===== src/design/skdo_pkg.sv =====
// Package: shared constants, types and state codes for the stochastic K/D oscillator
`default_nettype none
package skdo_pkg;
   localparam int WINDOW_MAX = 64;
   localparam int AVG_MAX    = 16;
   localparam int WPTR_W     = $clog2(WINDOW_MAX);
   localparam int APTR_W     = $clog2(AVG_MAX);
   localparam int WLEN_W     = 7;
   localparam int ALEN_W     = 5;
   localparam int PRICE_W    = 32;
   localparam int KV_W       = 23;
   localparam int ST_W       = 2;
   localparam int CNT_MAX    = WINDOW_MAX + AVG_MAX;
   localparam int CNT_W      = $clog2(CNT_MAX + 1);
   localparam logic [KV_W-1:0] K_SCALE = KV_W'(6553600);
   // quotient width of num*K_SCALE/den where num <= den
   localparam int Q_W        = KV_W;
   localparam int PROD_W     = PRICE_W + KV_W;
   localparam int SUM_W      = KV_W + APTR_W + 1;
   localparam int ACNT_W     = APTR_W + 1;

   localparam logic [ST_W-1:0] ST_OK      = 2'd0;
   localparam logic [ST_W-1:0] ST_WARM    = 2'd1;
   localparam logic [ST_W-1:0] ST_INVALID = 2'd2;
   localparam logic [ST_W-1:0] ST_RANGE   = 2'd3;

   localparam logic CSR_WINDOW_LEN = 1'b0;
   localparam logic CSR_AVG_LEN    = 1'b1;

   typedef enum logic [3:0] {
      S_IDLE, S_WRITE, S_SCAN, S_SCAN_LAST, S_KCALC, S_KDIV,
      S_AVG, S_AVG_LAST, S_DDIV, S_DONE, S_OUT
   } state_type;

   // controller to datapath
   typedef struct packed {
      logic load;        // capture input word
      logic write_ring;  // store candle at write pointer
      logic scan_start;
      logic scan_step;
      logic k_setup;     // set up K divisions
      logic div_step;
      logic avg_start;
      logic avg_step;
      logic d_setup;
      logic finish;      // commit smoothing K, advance pointers, form result
   } cmd_type;

   // datapath to controller
   typedef struct packed {
      logic scan_last;
      logic avg_last;
      logic div_done;
      logic need_avg;
   } sts_type;
endpackage
`default_nettype wire


===== src/design/skdo_ctrl.sv =====
// Controller: sequences load, window scan, divisions, averaging and result
`default_nettype none
module skdo_ctrl (
   input  wire logic               clock,
   input  wire logic               reset,
   input  wire logic               in_fire,
   input  wire logic               out_fire,
   input  wire skdo_pkg::sts_type  sts,
   output skdo_pkg::cmd_type       cmd,
   output logic                    in_ready,
   output logic                    out_valid
);
   skdo_pkg::state_type state_ff, state_in;

   // next state
   always_comb begin
      state_in = state_ff;
      case (state_ff)
         skdo_pkg::S_IDLE:      if (in_fire) state_in = skdo_pkg::S_WRITE;
         skdo_pkg::S_WRITE:     state_in = skdo_pkg::S_SCAN;
         skdo_pkg::S_SCAN:      if (sts.scan_last) state_in = skdo_pkg::S_SCAN_LAST;
         skdo_pkg::S_SCAN_LAST: state_in = skdo_pkg::S_KCALC;
         skdo_pkg::S_KCALC:     state_in = skdo_pkg::S_KDIV;
         skdo_pkg::S_KDIV: begin
            if (sts.div_done) state_in = sts.need_avg ? skdo_pkg::S_AVG : skdo_pkg::S_DONE;
         end
         skdo_pkg::S_AVG:       if (sts.avg_last) state_in = skdo_pkg::S_AVG_LAST;
         skdo_pkg::S_AVG_LAST:  state_in = skdo_pkg::S_DDIV;
         skdo_pkg::S_DDIV:      if (sts.div_done) state_in = skdo_pkg::S_DONE;
         skdo_pkg::S_DONE:      state_in = skdo_pkg::S_OUT;
         skdo_pkg::S_OUT:       if (out_fire) state_in = skdo_pkg::S_IDLE;
         default:               state_in = skdo_pkg::S_IDLE;
      endcase
   end

   // outputs
   always_comb begin
      cmd = '0;
      in_ready = 1'b0;
      out_valid = 1'b0;
      case (state_ff)
         skdo_pkg::S_IDLE: begin
            in_ready = 1'b1;
            cmd.load = in_fire;
         end
         skdo_pkg::S_WRITE: begin
            cmd.write_ring = 1'b1;
            cmd.scan_start = 1'b1;
         end
         skdo_pkg::S_SCAN:      cmd.scan_step = 1'b1;
         skdo_pkg::S_SCAN_LAST: cmd.scan_step = 1'b1;
         skdo_pkg::S_KCALC:     cmd.k_setup = 1'b1;
         skdo_pkg::S_KDIV: begin
            cmd.div_step = 1'b1;
            cmd.avg_start = sts.div_done;
         end
         skdo_pkg::S_AVG:       cmd.avg_step = 1'b1;
         skdo_pkg::S_AVG_LAST: begin
            cmd.avg_step = 1'b1;
            cmd.d_setup = 1'b1;
         end
         skdo_pkg::S_DDIV:      cmd.div_step = 1'b1;
         skdo_pkg::S_DONE:      cmd.finish = 1'b1;
         skdo_pkg::S_OUT:       out_valid = 1'b1;
         default: ;
      endcase
   end

   always_ff @(posedge clock) begin
      if (reset) state_ff <= skdo_pkg::S_IDLE;
      else       state_ff <= state_in;
   end
endmodule
`default_nettype wire


===== config.mk =====
export PLATFORM = sky130hd
export DESIGN_NAME = skdo_ctrl
export DESIGN_NICKNAME = d
export VERILOG_FILES = /design/src/design/skdo_pkg.sv /design/src/design/skdo_ctrl.sv
export SDC_FILE = /design/constraint.sdc
export NUM_CORES = 1
export LEC_CHECK = 0
export BUFFER_PORTS_ARGS = -buffer_cell sky130_fd_sc_hd__buf_2
export CAP_MARGIN = 15
export CORE_AREA = 10 10 47 49
export DETAILED_ROUTE_END_ITERATION = 8
export DIE_AREA = 0 0 57 59
export SYNTH_ARGS = -nofsm -noshare
export SYNTH_HDL_FRONTEND = slang
export SYNTH_SLANG_ARGS = --single-unit

===== constraint.sdc =====
create_clock -name clock -period 2.6 [get_ports clock]
set_input_delay 0.39 -clock clock [delete_from_list [all_inputs] [get_ports clock]]
set_output_delay 0.39 -clock clock [all_outputs]
set_load 0.005 [all_outputs]

==> impl_results.md <==
- # rows: 14
- Chip height: just under 60 µm
- Vias per Instance: between 5 and 6
- Sequential standard cell area: 80.1 µm²
- DRT Pass-1 Iters: 4
- Achievable Freq: 500 MHz
- CP bufs+invs: 1
- Max H-tree Level: 1
- Req. time, crit path: 2.21 ns
- Die area: about 3400 µm²
- RSZ-0062 raised after global routing: false
- Cells along the critical path: nand3b_1 -> nor3b_1 -> buf_2
- Antenna-violating nets left: 0
- Min Clock Period, post-route: roughly 2.0 ns
- DRC viols: 0
- WL per Instance: 13.0 µm
- Initial core utilization: slightly below 30%
- Fin nets: a little over 80
- Gpl congestion: 0.753
- Post-synthesis register bit count: 4
- CP peak stage delay: roughly 0.67 ns
- First-pass GRT wire length: 1890 µm
- Worst min-delay path category: in -> reg
- Die Wd: 57 µm
- Initial DRC Count: 4
- Post-Syn Area: ~410 µm²
- CTS Root Cell: clkbuf_4
- Largest register FFs: 4
- Static leakage: 0.226 nW
- Commonest non-fill, non-tap cells in the layout: buf_2 (19), nor2_1 (4), nor3_1 (4), dfxtp_1 (4)
- Setup Total Neg Slack: 0 ns
- Ant diodes: 0
- Arrival time at the worst endpoint: 1.61 ns
- TritonCTS buffer count: 3
- Worst setup EP type: output pin
- Largest net degree at the start of global routing: 19
- Final Skew: 0.00438 ns
- TritonCTS clock tree: yes
- Worst rel slew slack: 61.6%
- Biggest regs: state_ff x4
- Resize count post-CTS: 0
- Initial antenna violation count: 0
- Maximum vdd drop: 0.000288 V
- Commonest non-fill, non-tap cell in the layout: buf_2
- Port bufs: 19
- Sink Count: 4
- Total overflow reported by the global router: 0
- Layout fillers: 153
- Endpoints failing hold: 0
- CP delay by family, top: flip-flops
- Critical-path cell with the highest stage delay: dfxtp_1
- Proportion of layout cells with a drive suffix above 1: 33.8%
- Post-Route WL: ~1100 µm
- Vias in the first global route: 453
- Setup violations, final: 0
- Placeable core area: 1400 µm²
- Ports: 20
- Most flops, register: state_ff
- CTS clk-pin slew, worst paths: ~0.040 ns
- Detailed placement HPWL: 887 µm
- CP Launch Type: register
- Syn Nets: 63
- Mapped Cells: 55
- Clock Tree Buf Depth: 2
- Post-synth cell types: 32
- Max cap viols: 0
- Number of setup buffers added after CTS: 0
- Clock Latency Late Sink: 0.23 ns
- Setup Crit Path Kind: reg -> out
- Critical path peak fanout: 18
- Fin. max-slew vios: 0
- Vias post-DR: 441
- GRT Util Overall: around 6.6%
- Post-synthesis sequential area ratio: 19.7%
- Ys Warns: 0
- Area of the multi-input gates: roughly 280 µm²
- Period utilization: 76.9%
- CTS hold repair buffers: 0
- Pwr dens: 832 nW/µm²
- Outcome: completed
- Area Growth Syn to Fin: 25.2%
- Average cell area after synthesis: approximately 7.4 µm²
- Worst slew pin tran: 0.575 ns
- Min Hold Slack: 0.403 ns
## kinds of logic after synthesis
| group | after synthesis | synth area share (%) |
|---|---|---|
| compound gates | 15 | 25.5 |
| buf+inv | 8 | 10.5 |
| flops | 4 | 19.7 |
| mux | 2 | 4.92 |
| simple gates | 26 | 39.4 |
## final timing paths
check	from	end	slack (ns)	cells after the start
worst min-delay path	reset	state_ff[0]	0.40	2
worst max-delay path	state_ff[2]	cmd[3]	0.60	3
worst min register to register	state_ff[0]	state_ff[0]	0.72	2
worst max register to register	state_ff[2]	state_ff[3]	0.72	4
## power by group
part / internal (W) / leakage, nW / total [W] / switching, W
Combinational: 0.000109 / 0.180 / 0.000213 / 0.000103
Sequential: 0.0000795 / 0.0328 / 0.000140 / 0.0000600
Clock: 0.0000512 / 0.0138 / 0.0000711 / 0.0000199
Total: 0.000240 / 0.226 / 0.000423 / 0.000183
## synth_stat cells (all sizes together)
cell	count	share of area (%)
a21oi	3	3.7
a211oi	2	3.7
nor3b	2	3.7
nor2	4	3.7
a22o	1	2.5
and3	2	4.3
nor4	2	3.1
nand3	1	1.2
nor2b	2	3.1
buf	3	5.8
mux2i	2	4.9
a211o	2	4.3
o21ai	3	3.7
or3b	1	2.2
nand2b	2	3.1
and2	1	1.5
nand2	1	0.92
and3b	1	2.2
nor4b	1	2.2
dfxtp	4	20
a31oi	1	1.5
inv	2	1.8
o2111ai	1	2.2
nor3	4	4.9
a32oi	1	2.2
or3	1	1.5
clkbuf	3	2.8
nand3b	1	1.8
a22oi	1	1.8
## layer usage
layer / global-route usage [%] / share of wire [%] / routed length [µm] / up-vias
met5: 0 / 0 / 0 / -
met4: 3.02 / 0 / 0 / 0
met3: 2.79 / 10 / 113 / 0
met2: 9.15 / 42 / 475 / 16
met1: 8.64 / 48 / 546 / 187
li1: - / - / - / 238
## worst reg2reg max path, cell delays in order (launching register included)
cell	delay (ns)
dfxtp_1	0.67
nand3b_1	0.31
a211o_1	0.38
and3_4	0.18
a22o_2	0.22
## cell type report
cell class	instances	area share, %
Sequential cell	4	15.7
Timing Repair Buffer	19	18.7
Inverter	2	1.47
Multi-Input combinational cell	43	55.8
Clock buffer	3	4.42
Tap cell	16	3.93
## metrics by stage
stage	cell area, µm²	util, %	worst slack [ns]	instances	power, W
floorplan	407	-	0.972	55	0.000303
global placement	487	34.7	0.770	84	0.000357
detailed placement	487	34.7	0.746	84	0.000357
CTS	509	36.3	0.632	87	0.000432
global route	509	36.3	0.488	87	0.000475
finish	509	36.3	0.601	87	0.000423
No activity file was read; power rests on OpenSTA's default activity.
